### src/hw/rtl/aesgcm_pkg.sv
package aesgcm_pkg;

    localparam int KEY_W   = 64;
    localparam int IV_HI_W = 32;
    localparam int CFG_W   = 64;
    localparam int IDX_W   = 3;
    localparam int CNT_W   = 5;
    localparam int LEN_W   = 61;
    localparam int FIFO_DEPTH = 2;

    localparam logic [IDX_W-1:0] REG_KEY0 = 3'd0;
    localparam logic [IDX_W-1:0] REG_KEY1 = 3'd1;
    localparam logic [IDX_W-1:0] REG_KEY2 = 3'd2;
    localparam logic [IDX_W-1:0] REG_KEY3 = 3'd3;
    localparam logic [IDX_W-1:0] REG_IVU  = 3'd4;
    localparam logic [IDX_W-1:0] REG_IVL  = 3'd5;

    // classified item handed from front to back
    typedef struct packed {
        logic [127:0]     data;
        logic [CNT_W-1:0] nbytes;
        logic             last;
    } cmd_t;

    localparam logic [7:0] SBOX [256] = '{
        8'h63,8'h7c,8'h77,8'h7b,8'hf2,8'h6b,8'h6f,8'hc5,8'h30,8'h01,8'h67,8'h2b,8'hfe,8'hd7,8'hab,8'h76,
        8'hca,8'h82,8'hc9,8'h7d,8'hfa,8'h59,8'h47,8'hf0,8'had,8'hd4,8'ha2,8'haf,8'h9c,8'ha4,8'h72,8'hc0,
        8'hb7,8'hfd,8'h93,8'h26,8'h36,8'h3f,8'hf7,8'hcc,8'h34,8'ha5,8'he5,8'hf1,8'h71,8'hd8,8'h31,8'h15,
        8'h04,8'hc7,8'h23,8'hc3,8'h18,8'h96,8'h05,8'h9a,8'h07,8'h12,8'h80,8'he2,8'heb,8'h27,8'hb2,8'h75,
        8'h09,8'h83,8'h2c,8'h1a,8'h1b,8'h6e,8'h5a,8'ha0,8'h52,8'h3b,8'hd6,8'hb3,8'h29,8'he3,8'h2f,8'h84,
        8'h53,8'hd1,8'h00,8'hed,8'h20,8'hfc,8'hb1,8'h5b,8'h6a,8'hcb,8'hbe,8'h39,8'h4a,8'h4c,8'h58,8'hcf,
        8'hd0,8'hef,8'haa,8'hfb,8'h43,8'h4d,8'h33,8'h85,8'h45,8'hf9,8'h02,8'h7f,8'h50,8'h3c,8'h9f,8'ha8,
        8'h51,8'ha3,8'h40,8'h8f,8'h92,8'h9d,8'h38,8'hf5,8'hbc,8'hb6,8'hda,8'h21,8'h10,8'hff,8'hf3,8'hd2,
        8'hcd,8'h0c,8'h13,8'hec,8'h5f,8'h97,8'h44,8'h17,8'hc4,8'ha7,8'h7e,8'h3d,8'h64,8'h5d,8'h19,8'h73,
        8'h60,8'h81,8'h4f,8'hdc,8'h22,8'h2a,8'h90,8'h88,8'h46,8'hee,8'hb8,8'h14,8'hde,8'h5e,8'h0b,8'hdb,
        8'he0,8'h32,8'h3a,8'h0a,8'h49,8'h06,8'h24,8'h5c,8'hc2,8'hd3,8'hac,8'h62,8'h91,8'h95,8'he4,8'h79,
        8'he7,8'hc8,8'h37,8'h6d,8'h8d,8'hd5,8'h4e,8'ha9,8'h6c,8'h56,8'hf4,8'hea,8'h65,8'h7a,8'hae,8'h08,
        8'hba,8'h78,8'h25,8'h2e,8'h1c,8'ha6,8'hb4,8'hc6,8'he8,8'hdd,8'h74,8'h1f,8'h4b,8'hbd,8'h8b,8'h8a,
        8'h70,8'h3e,8'hb5,8'h66,8'h48,8'h03,8'hf6,8'h0e,8'h61,8'h35,8'h57,8'hb9,8'h86,8'hc1,8'h1d,8'h9e,
        8'he1,8'hf8,8'h98,8'h11,8'h69,8'hd9,8'h8e,8'h94,8'h9b,8'h1e,8'h87,8'he9,8'hce,8'h55,8'h28,8'hdf,
        8'h8c,8'ha1,8'h89,8'h0d,8'hbf,8'he6,8'h42,8'h68,8'h41,8'h99,8'h2d,8'h0f,8'hb0,8'h54,8'hbb,8'h16
    };

    function automatic logic [7:0] xtime(input logic [7:0] a);
        xtime = {a[6:0], 1'b0} ^ (a[7] ? 8'h1b : 8'h00);
    endfunction

    function automatic logic [31:0] sub_word(input logic [31:0] w);
        sub_word = {SBOX[w[31:24]], SBOX[w[23:16]], SBOX[w[15:8]], SBOX[w[7:0]]};
    endfunction

    // one full AES round: SubBytes, ShiftRows, optional MixColumns, AddRoundKey
    function automatic logic [127:0] aes_round(input logic [127:0] s, input logic [127:0] rk,
                                               input logic mix);
        logic [7:0] b [16];
        logic [7:0] t [16];
        logic [7:0] o [16];
        logic [7:0] all;
        logic [127:0] r;
        for (int i = 0; i < 16; i++) b[i] = SBOX[s[127-8*i -: 8]];
        for (int c = 0; c < 4; c++)
            for (int i = 0; i < 4; i++)
                t[i+4*c] = b[i + 4*((c+i) % 4)];
        for (int c = 0; c < 4; c++) begin
            all = t[4*c] ^ t[4*c+1] ^ t[4*c+2] ^ t[4*c+3];
            for (int i = 0; i < 4; i++)
                o[4*c+i] = mix ? (t[4*c+i] ^ all ^ xtime(t[4*c+i] ^ t[4*c+((i+1)%4)]))
                               : t[4*c+i];
        end
        for (int i = 0; i < 16; i++) r[127-8*i -: 8] = o[i];
        aes_round = r ^ rk;
    endfunction

    // byte mask for the first n bytes of a block
    function automatic logic [127:0] byte_mask(input logic [CNT_W-1:0] n);
        logic [127:0] m;
        for (int i = 0; i < 16; i++) m[127-8*i -: 8] = (CNT_W'(i) < n) ? 8'hff : 8'h00;
        byte_mask = m;
    endfunction

endpackage

### src/hw/rtl/aesgcm_front.sv
module aesgcm_front (
    input  logic                     clk,
    input  logic                     rst_n,
    input  logic                     in_valid,
    output logic                     in_stall,
    input  logic [63:0]              block_upper,
    input  logic [63:0]              block_lower,
    input  logic [aesgcm_pkg::CNT_W-1:0] valid_bytes,
    input  logic                     end_of_message,
    output logic                     q_valid,
    input  logic                     q_pop,
    output aesgcm_pkg::cmd_t         q_head
);
    import aesgcm_pkg::*;

    cmd_t                 mem [FIFO_DEPTH];
    logic                 wp_reg, wp_next, rp_reg, rp_next;
    logic [1:0]           cnt_reg, cnt_next;
    cmd_t                 cmd;
    logic                 push;

    // classify: saturate the count on a last item, otherwise a full block
    always_comb
    begin
        cmd.data   = {block_upper, block_lower};
        cmd.last   = end_of_message;
        if (!end_of_message)
            cmd.nbytes = CNT_W'(16);
        else if (valid_bytes > CNT_W'(16))
            cmd.nbytes = CNT_W'(16);
        else
            cmd.nbytes = valid_bytes;
    end

    assign in_stall = (cnt_reg == 2'd2);
    assign push     = in_valid && !in_stall;
    assign q_valid  = (cnt_reg != 2'd0);
    assign q_head   = mem[rp_reg];

    always_comb
    begin
        wp_next  = push ? ~wp_reg : wp_reg;
        rp_next  = q_pop ? ~rp_reg : rp_reg;
        cnt_next = cnt_reg + {1'b0, push} - {1'b0, q_pop};
    end

    always_ff @(posedge clk)
    begin
        if (push)
            mem[wp_reg] <= cmd;
    end

    always_ff @(posedge clk or negedge rst_n)
    begin
        if (!rst_n)
        begin
            wp_reg  <= 1'b0;
            rp_reg  <= 1'b0;
            cnt_reg <= 2'd0;
        end
        else
        begin
            wp_reg  <= wp_next;
            rp_reg  <= rp_next;
            cnt_reg <= cnt_next;
        end
    end
endmodule

### config.mk
export PLATFORM = sky130hd
export DESIGN_NAME = aesgcm_front
export DESIGN_NICKNAME = d
export VERILOG_FILES = /design/src/hw/rtl/aesgcm_pkg.sv /design/src/hw/rtl/aesgcm_front.sv
export SDC_FILE = /design/constraint.sdc
export NUM_CORES = 1
export LEC_CHECK = 0
export CAP_MARGIN = 5
export CORE_AREA = 4 4 148 150
export DETAILED_ROUTE_END_ITERATION = 16
export DIE_AREA = 0 0 152 154
export DONT_BUFFER_PORTS = 1
export PLACE_DENSITY_LB_ADDON = 0.3
export SKIP_CTS_REPAIR_TIMING = 1
export SYNTH_ARGS = -nofsm -noshare
export SYNTH_HDL_FRONTEND = slang
export SYNTH_SLANG_ARGS = --single-unit
### constraint.sdc
create_clock -name clk -period 12.9 [get_ports clk]
set_input_delay 1.935 -clock clk [delete_from_list [all_inputs] [get_ports clk]]
set_output_delay 1.935 -clock clk [all_outputs]
set_load 0.005 [all_outputs]
# After elaboration in Yosys (flattened, before gate mapping)
# Memory sizes are Yosys's and may differ from the RTL's.
# Index checks and enable logic that the tools add are counted.
# word_totals
mem_bits_rw,268
in_bits,138
reg_bits,4
latch_bits,0
output_inout_bits,136
mem_count,1
mem_bits_ro,0
# op_classes
n_bitwise,2
n_mul,0
n_lt_le_gt_ge,1
n_eq_ne,1
n_addsub,2
n_mux,4
reduce_logical,3
div,0
n_shift,0
# memory_table
name,depth,width,rd,rd_clocked_by_memory_dff,wr,line_no,rtl
mem,2,134,1,0,1,aesgcm_front.sv:16,cmd_t mem [FIFO_DEPTH];
# op_table
cell,n
5-bit 2-to-1 mux,2
"5-bit greater-than comparator, second input constant",1
2-bit by 1-bit adder with 2-bit output,1
"2-bit == test, second input constant",1
1-bit 2-to-1 mux,2
1-bit NOT,2
2-bit nonzero test,1
2-bit by 1-bit subtractor with 2-bit output,1
1-bit logical AND,1
1-bit zero test,1

# Logic depth before layout (Yosys ltp)
# Gate-level depths: netlist of run 1.
# logic_depth
depth_word,5
depth_mapped,7

# Worst setup path after synthesis of run 1
# OpenSTA, ideal clock, no wires.
# synth_timing
path_kind,input-to-reg
start,in in_valid
end,mem mem[0][0] in the netlist's numbering (enable)
path_stages,2
path_slack_ps,4676
n_path_buf,0
arrival_time_ps,7595
required_time_ps,12271
path_cell_list,nand2_1 -> nor2_1
# synth_between
elab_chain_cells,3
# synth_rtl
element,line_no,rtl
"start, declared",aesgcm_front.sv:4,"input logic in_valid,"
1-bit logical AND,aesgcm_front.sv:36,assign push = in_valid && !in_stall;
1-bit 2-to-1 mux,aesgcm_front.sv:49,if (push)
1-bit 2-to-1 mux (implied by the code),aesgcm_front.sv:50,mem[wp_reg] <= cmd;
"end, declared",aesgcm_front.sv:16,
# Every way passes these cells.

==> flow_summary.toml, run 1 <==
[grt]
gr-usage-all-layers_pct = 14.1
first_global_vias = 4351
initial_antenna_violation_count = 0
grt_pass1_wl_um = 25900
overflow = 0
grt_start_max_net_pins = 82

[detailed_routing]
initialDrtViolationCount = 125
post-route-drc-count = 0
drtPass1Iterations = 5
detail_route.wl_per_cell_um = 22.8
detail_route.vias_per_cell = 5.30
postRouteWirelength_um = 17200
antenna_violating_nets_post_route = 0
dr_total_vias = 3994

[critical_path]
critical_path_buffer_and_inverter_count = 1
critical_path_arrival_ns = 3.03
cp_cell_sequence = "buf_4, mux2_2"
timing.critical_path.to_type = "output pin"
timing.critical_path.fanout_max = 68
crit_path_top_delay_cell = "sky130_fd_sc_hd__dfrtp_4"
path_class = "flop to output pin"
worst_path_largest_cell_delay_ns = 0.98
worstSetupStartpointType = "flop"
critPathTopFamily = "flip-flops"
required_ns = 10.97

[final_layout]
leading_cell_type_in_the_layout_fill_and_taps_excluded = "sky130_fd_sc_hd__edfxtp_1"
instances_no_fill = 754
insertedDiodeCount = 0
mostFrequentLayoutCells = "sky130_fd_sc_hd__edfxtp_1, sky130_fd_sc_hd__mux2_2, sky130_fd_sc_hd__mux2_4, sky130_fd_sc_hd__clkbuf_16, sky130_fd_sc_hd__clkinv_2"
fraction_of_layout_cells_with_a_size_suffix_above_1_pct = 38.2
areaGrowthSynthToFinish_pct = 11.3
fin_nets = 598
largest_reg_flops = 268

[clock_network]
clock_tree.root_cell = "sky130_fd_sc_hd__clkbuf_16"
cts_tree = "yes"
number_of_buffers_created_by_cts = 27
clock_sinks = 272
h-tree-depth = 1
cts_max_path_buffers = 3
clkTransAtPathRegs_ns = 0.06
clkLatencyLatePin_ns = 0.53

[floorplan]
fp.dieArea_um2 = 23400
floorplan.rows = 53
core_area_um2 = 20700
die_y_um = 154
die_w_um = 152
starting_density_of_the_core_pct = 48.8
io-pin-count = 274

[timing]
max_freq_mhz = 201
max-slew-margin-rel_pct = 22.0
period_needed_ns = 4.97
totalNegativeSetupSlack_ns = 0
finalClockSkew_ns = 0.0191
finalSetupViolations = 0
final_hold_viol_count = 0
fin_hold_ws_ns = 0.495
rsz0062_at_grt = "false"
finalCritPeriodShare_pct = 38.5
final_max_slew_viol_count = 0
worst_pin_slew_ns = 1.17
final.setup.worst_slack_ns = 7.93

[pwr]
vdd.ir_drop.worst_mv = 0.172
total_power_mw = 2.61
cellPowerDensity_nw_per_um2 = 232
cellLeakagePower_nw = 3.79

[yosys]
synth_area_um2 = 10100
synth_fp_nets = 580
synthesis.yosys.warnings = 0
syn_avg_cell_area_um2 = 22.9
post_synth_num_cell_types = 17
post_synth_inst_count = 440
synth_sequential_area_ratio_pct = 80.7
postSynthRegisterBits = 272

[placed_design]
dp_hpwl_um = 11500
pre_cts_slack_ns = 8.43
placed_insts = 704
globalplace.congestion = 0.715
io_buffers = 0

[run]
max-cap-violations = 0

[hold_path]
hold_path_class = "flop to flop"

[outcome]
status = "completed"
[worst register-to-register path, cell delays in order (launching register included)]
cell	delay (ns)
sky130_fd_sc_hd__dfrtp_1	0.40
sky130_fd_sc_hd__nand2b_1	0.12
sky130_fd_sc_hd__and3_4	0.77
sky130_fd_sc_hd__buf_4	0.91
[report_power, final]
part	internal [mW]	total [mW]	leakage, nW	switching [mW]
registers	1.21	1.29	2.53	0.0825
clock network	0.443	0.750	0.424	0.307
logic	0.269	0.566	0.830	0.297
total	1.92	2.61	3.79	0.686
[Yosys cell counts]
cell	n	area share (%)
sky130_fd_sc_hd__and2_1	4	0.25
sky130_fd_sc_hd__and3_1	1	0.062
sky130_fd_sc_hd__buf_2	8	0.40
sky130_fd_sc_hd__buf_6	7	0.78
sky130_fd_sc_hd__dfrtp_1	4	0.99
sky130_fd_sc_hd__edfxtp_1	268	80
sky130_fd_sc_hd__ha_1	2	0.25
sky130_fd_sc_hd__inv_1	3	0.11
sky130_fd_sc_hd__mux2_2	84	9.4
sky130_fd_sc_hd__mux2_4	50	7.4
sky130_fd_sc_hd__nand2_1	1	0.037
sky130_fd_sc_hd__nand2b_1	1	0.062
sky130_fd_sc_hd__nor2_1	1	0.037
sky130_fd_sc_hd__nor2b_1	1	0.062
sky130_fd_sc_hd__or2_2	1	0.062
sky130_fd_sc_hd__xnor2_1	3	0.26
sky130_fd_sc_hd__xor2_1	1	0.087
[metal layers]
layer	wire length (um)	track usage [%]	up-vias	share of wire, %
li1	-	-	1775	-
met1	5740	14.9	1964	33
met2	8510	23.4	223	50
met3	2560	9.18	32	15
met4	345	3.77	0	2.0
met5	0	0	-	0
[path summary, 6_finish.rpt]
check | startpoint | slack, ns | to | cells after the start
setup / recovery | rp_reg | 7.93 | q_head[1] | 2
hold / removal | cnt_reg[1] | 0.50 | cnt_reg[1] | 1
setup reg to reg | cnt_reg[1] | 10.23 | mem[1][39] | 3
hold reg to reg | cnt_reg[1] | 0.50 | cnt_reg[1] | 1
max in group asynchronous | rst_n | 11.71 | rp_reg | 0
min in group asynchronous | rst_n | 1.11 | wp_reg | 0
[layout make-up]
cell class	instances	area [um2]
fillers	1576	9460
flip-flops and latches	272	8150
multi-input cells	150	1830
clock buffers	30	687
well taps	275	344
clock inverters	20	180
repair buffers	4	30.0
inverters	3	11.3
[cell families after synthesis]
family,after synthesis,share of synthesized area [%]
XOR/XNOR,4,0.347
adder cells (fa/ha/maj),2,0.248
buffers and inverters,18,1.29
flip-flops,272,80.7
multiplexers,134,16.8
AND/OR/NAND/NOR,10,0.570
[metrics by stage]
step	area [um2]	util, %
floorplan	10100	-
CTS	11200	54.3
global route	11200	54.3
detailed placement	10400	50.1
finish	11200	54.3
global placement	10400	50.1
(Power assumes the default switching activity.)
==> run 2: changes to the inputs <==
Settings changed: ABC_AREA set to 1, CORE_AREA 4 4 148 150 to 4 4 150 152, DIE_AREA 0 0 152 154 to 0 0 154 156.
Clock period 12.9 ns to 4.1 ns, I/O delays scaled along.
==> flow_summary.toml, run 2 <==
[grt]
grt_start_max_net_pins = 108
grt.met1_usage_pct = 16.5
first_global_vias = 5131
gr-usage-met2_pct = 25.5
gr-usage-all-layers_pct = 15.0
initial_antenna_violation_count = 0
grt_pass1_wl_um = 28300
grt.met3_usage_pct = 7.79
overflow = 0
grt.busiest_layer = "met2"

[detailed_routing]
drtPass1Iterations = 5
detail_route.wl_per_cell_um = 17.9
dr_total_vias = 5119
antenna_violating_nets_post_route = 0
initialDrtViolationCount = 304
post-route-drc-count = 0
detail_route.vias_per_cell = 4.93
postRouteWirelength_um = 18600

[timing]
max-slew-margin-rel_pct = 32.1
finalClockSkew_ns = 0.0106
worst_pin_slew_ns = 1.02
final_max_slew_viol_count = 0
final.setup.worst_slack_ns = 1.03
totalNegativeSetupSlack_ns = 0
final_hold_viol_count = 0
rsz0062_at_grt = "false"
max_freq_mhz = 326
finalCritPeriodShare_pct = 74.8
finalSetupViolations = 0
period_needed_ns = 3.07

[final_layout]
instances_no_fill = 1039
insertedDiodeCount = 0
fin_nets = 884
area.sequential_um2 = 8150
fraction_of_layout_cells_with_a_size_suffix_above_1_pct = 11.8
largest_reg_flops = 268
post-route-util_pct = 55.0
areaGrowthSynthToFinish_pct = 11.3
fillers = 1671
leading_cell_type_in_the_layout_fill_and_taps_excluded = "sky130_fd_sc_hd__edfxtp_1"
multi_input_area_um2 = 1430
mostFrequentLayoutCells = "sky130_fd_sc_hd__edfxtp_1, sky130_fd_sc_hd__inv_1, sky130_fd_sc_hd__nand2_1, sky130_fd_sc_hd__o21ai_0, sky130_fd_sc_hd__o21ai_2"

[clock_network]
clock_tree.root_cell = "sky130_fd_sc_hd__clkbuf_16"
cts_tree = "yes"
clkTransAtPathRegs_ns = 0.06
number_of_buffers_created_by_cts = 27
h-tree-depth = 1
clkLatencyLatePin_ns = 0.51
clock_sinks = 272
cts_max_path_buffers = 3

[critical_path]
path_class = "flop to output pin"
timing.critical_path.to_type = "output pin"
worstSetupStartpointType = "flop"
required_ns = 3.48
critical_path_arrival_ns = 2.45
timing.critical_path.fanout_max = 107

[yosys]
post_synth_inst_count = 738
synthArstFlopShare_pct = 1.47
yosys-top-cells-area = "sky130_fd_sc_hd__edfxtp_1, sky130_fd_sc_hd__inv_1, sky130_fd_sc_hd__nand2_1"
synth_sequential_area_ratio_pct = 78.4
post-synth-top-count-cell = "sky130_fd_sc_hd__edfxtp_1"
synth_ff_type = "sky130_fd_sc_hd__edfxtp_1"
post_synth_num_cell_types = 14
netlist.area_leader.share_pct = 77.4
syn_avg_cell_area_um2 = 14.1
synth_area_um2 = 10400
synth.cells.most_frequent = "sky130_fd_sc_hd__edfxtp_1, sky130_fd_sc_hd__inv_1, sky130_fd_sc_hd__nand2_1"
synth_top_cell_by_area = "sky130_fd_sc_hd__edfxtp_1"
postSynthRegisterBits = 272
synth_enable_flop_cells = 268
synthesis.yosys.warnings = 0
synth_fp_nets = 878

[placed_design]
io_buffers = 0
globalplace.congestion = 0.799
pre_cts_slack_ns = 1.55
dp_hpwl_um = 12800
placed_insts = 989

[pwr]
cellLeakagePower_nw = 4.43
total_power_mw = 8.42
vdd.ir_drop.worst_mv = 0.387
cellPowerDensity_nw_per_um2 = 728

[floorplan]
die_w_um = 154
core_area_um2 = 21000
starting_density_of_the_core_pct = 49.4
fp.dieArea_um2 = 24000
io-pin-count = 274
die_y_um = 156
floorplan.rows = 53

[hold_path]
hold_path_class = "input port to flop"

[outcome]
status = "completed"

[run]
max-cap-violations = 0
==> run 2: changes by cell type after synthesis, moves of 39 or more <==
cell / previous run / this run
sky130_fd_sc_hd__nand2_1: 1 / 145
sky130_fd_sc_hd__o21ai_2: 0 / 39
sky130_fd_sc_hd__mux2_2: 84 / 0
sky130_fd_sc_hd__o21ai_0: 0 / 58
sky130_fd_sc_hd__mux2_4: 50 / 0
sky130_fd_sc_hd__inv_1: 3 / 147
==> run 2: logic make-up (layout without fill, tap and decap cells) <==
logic type                 Yosys count  in the layout  synth area share [%]
buffers and inverters              177            203                  7.91
AOI/OAI and AO/OA                  134            134                  7.86
and+or+nand+nor                    152            152                  5.51
xor gates and xnor gates             1              1                0.0843
DFF                                272            272                  78.4
adders and majority gates            2              2                 0.241
==> run 2: final timing paths <==
path,from,end,slack (ns),cells past startpoint
setup / recovery,rp_reg,q_head[126],1.03,3
hold / removal,q_pop,rp_reg,0.18,1
setup reg to reg,cnt_reg[0],mem[0][20],2.00,5
hold reg to reg,wp_reg,wp_reg,0.49,2
max in group asynchronous,rst_n,rp_reg,3.49,1
min in group asynchronous,rst_n,wp_reg,0.39,1
==> run 2: power breakdown <==
part           total (mW)  switching (mW)  leakage (nW)  internal [mW]
clock network        2.62           0.952         0.463           1.67
logic                1.72            1.27          1.42          0.448
registers            4.07           0.283          2.54           3.79
==> run 2: final cells by class <==
type / instances / area share, %
Sequential cell: 272 / 70.5
Multi-Input combinational cell: 289 / 12.4
Clock buffer: 36 / 6.56
Inverter: 147 / 4.81
Tap cell: 275 / 2.97
Clock inverter: 13 / 1.91
Timing Repair Buffer: 7 / 0.908
==> run 2: metal layers <==
metal / routed length [um] / up-vias / part of all wire [%]
li1: - / 2501 / -
met1: 6400 / 2364 / 34
met2: 9280 / 216 / 50
met3: 2450 / 38 / 13
met4: 470 / 0 / 2.5
met5: 0 / - / 0
==> run 2: critical path, stage by stage, from the launching register on <==
cell,delay (ns)
sky130_fd_sc_hd__dfrtp_4,1.10
sky130_fd_sc_hd__buf_4,0.55
sky130_fd_sc_hd__nand2_1,0.13
sky130_fd_sc_hd__o21ai_2,0.10
==> run 2: metrics by stage <==
step / hold WS [ns] / instance area, um2
floorplan: 0.319 / 10400
global placement: 0.320 / 10600
detailed placement: 0.320 / 10600
CTS: -0.236 / 11600
global route: 0.162 / 11600
finish: 0.181 / 11600
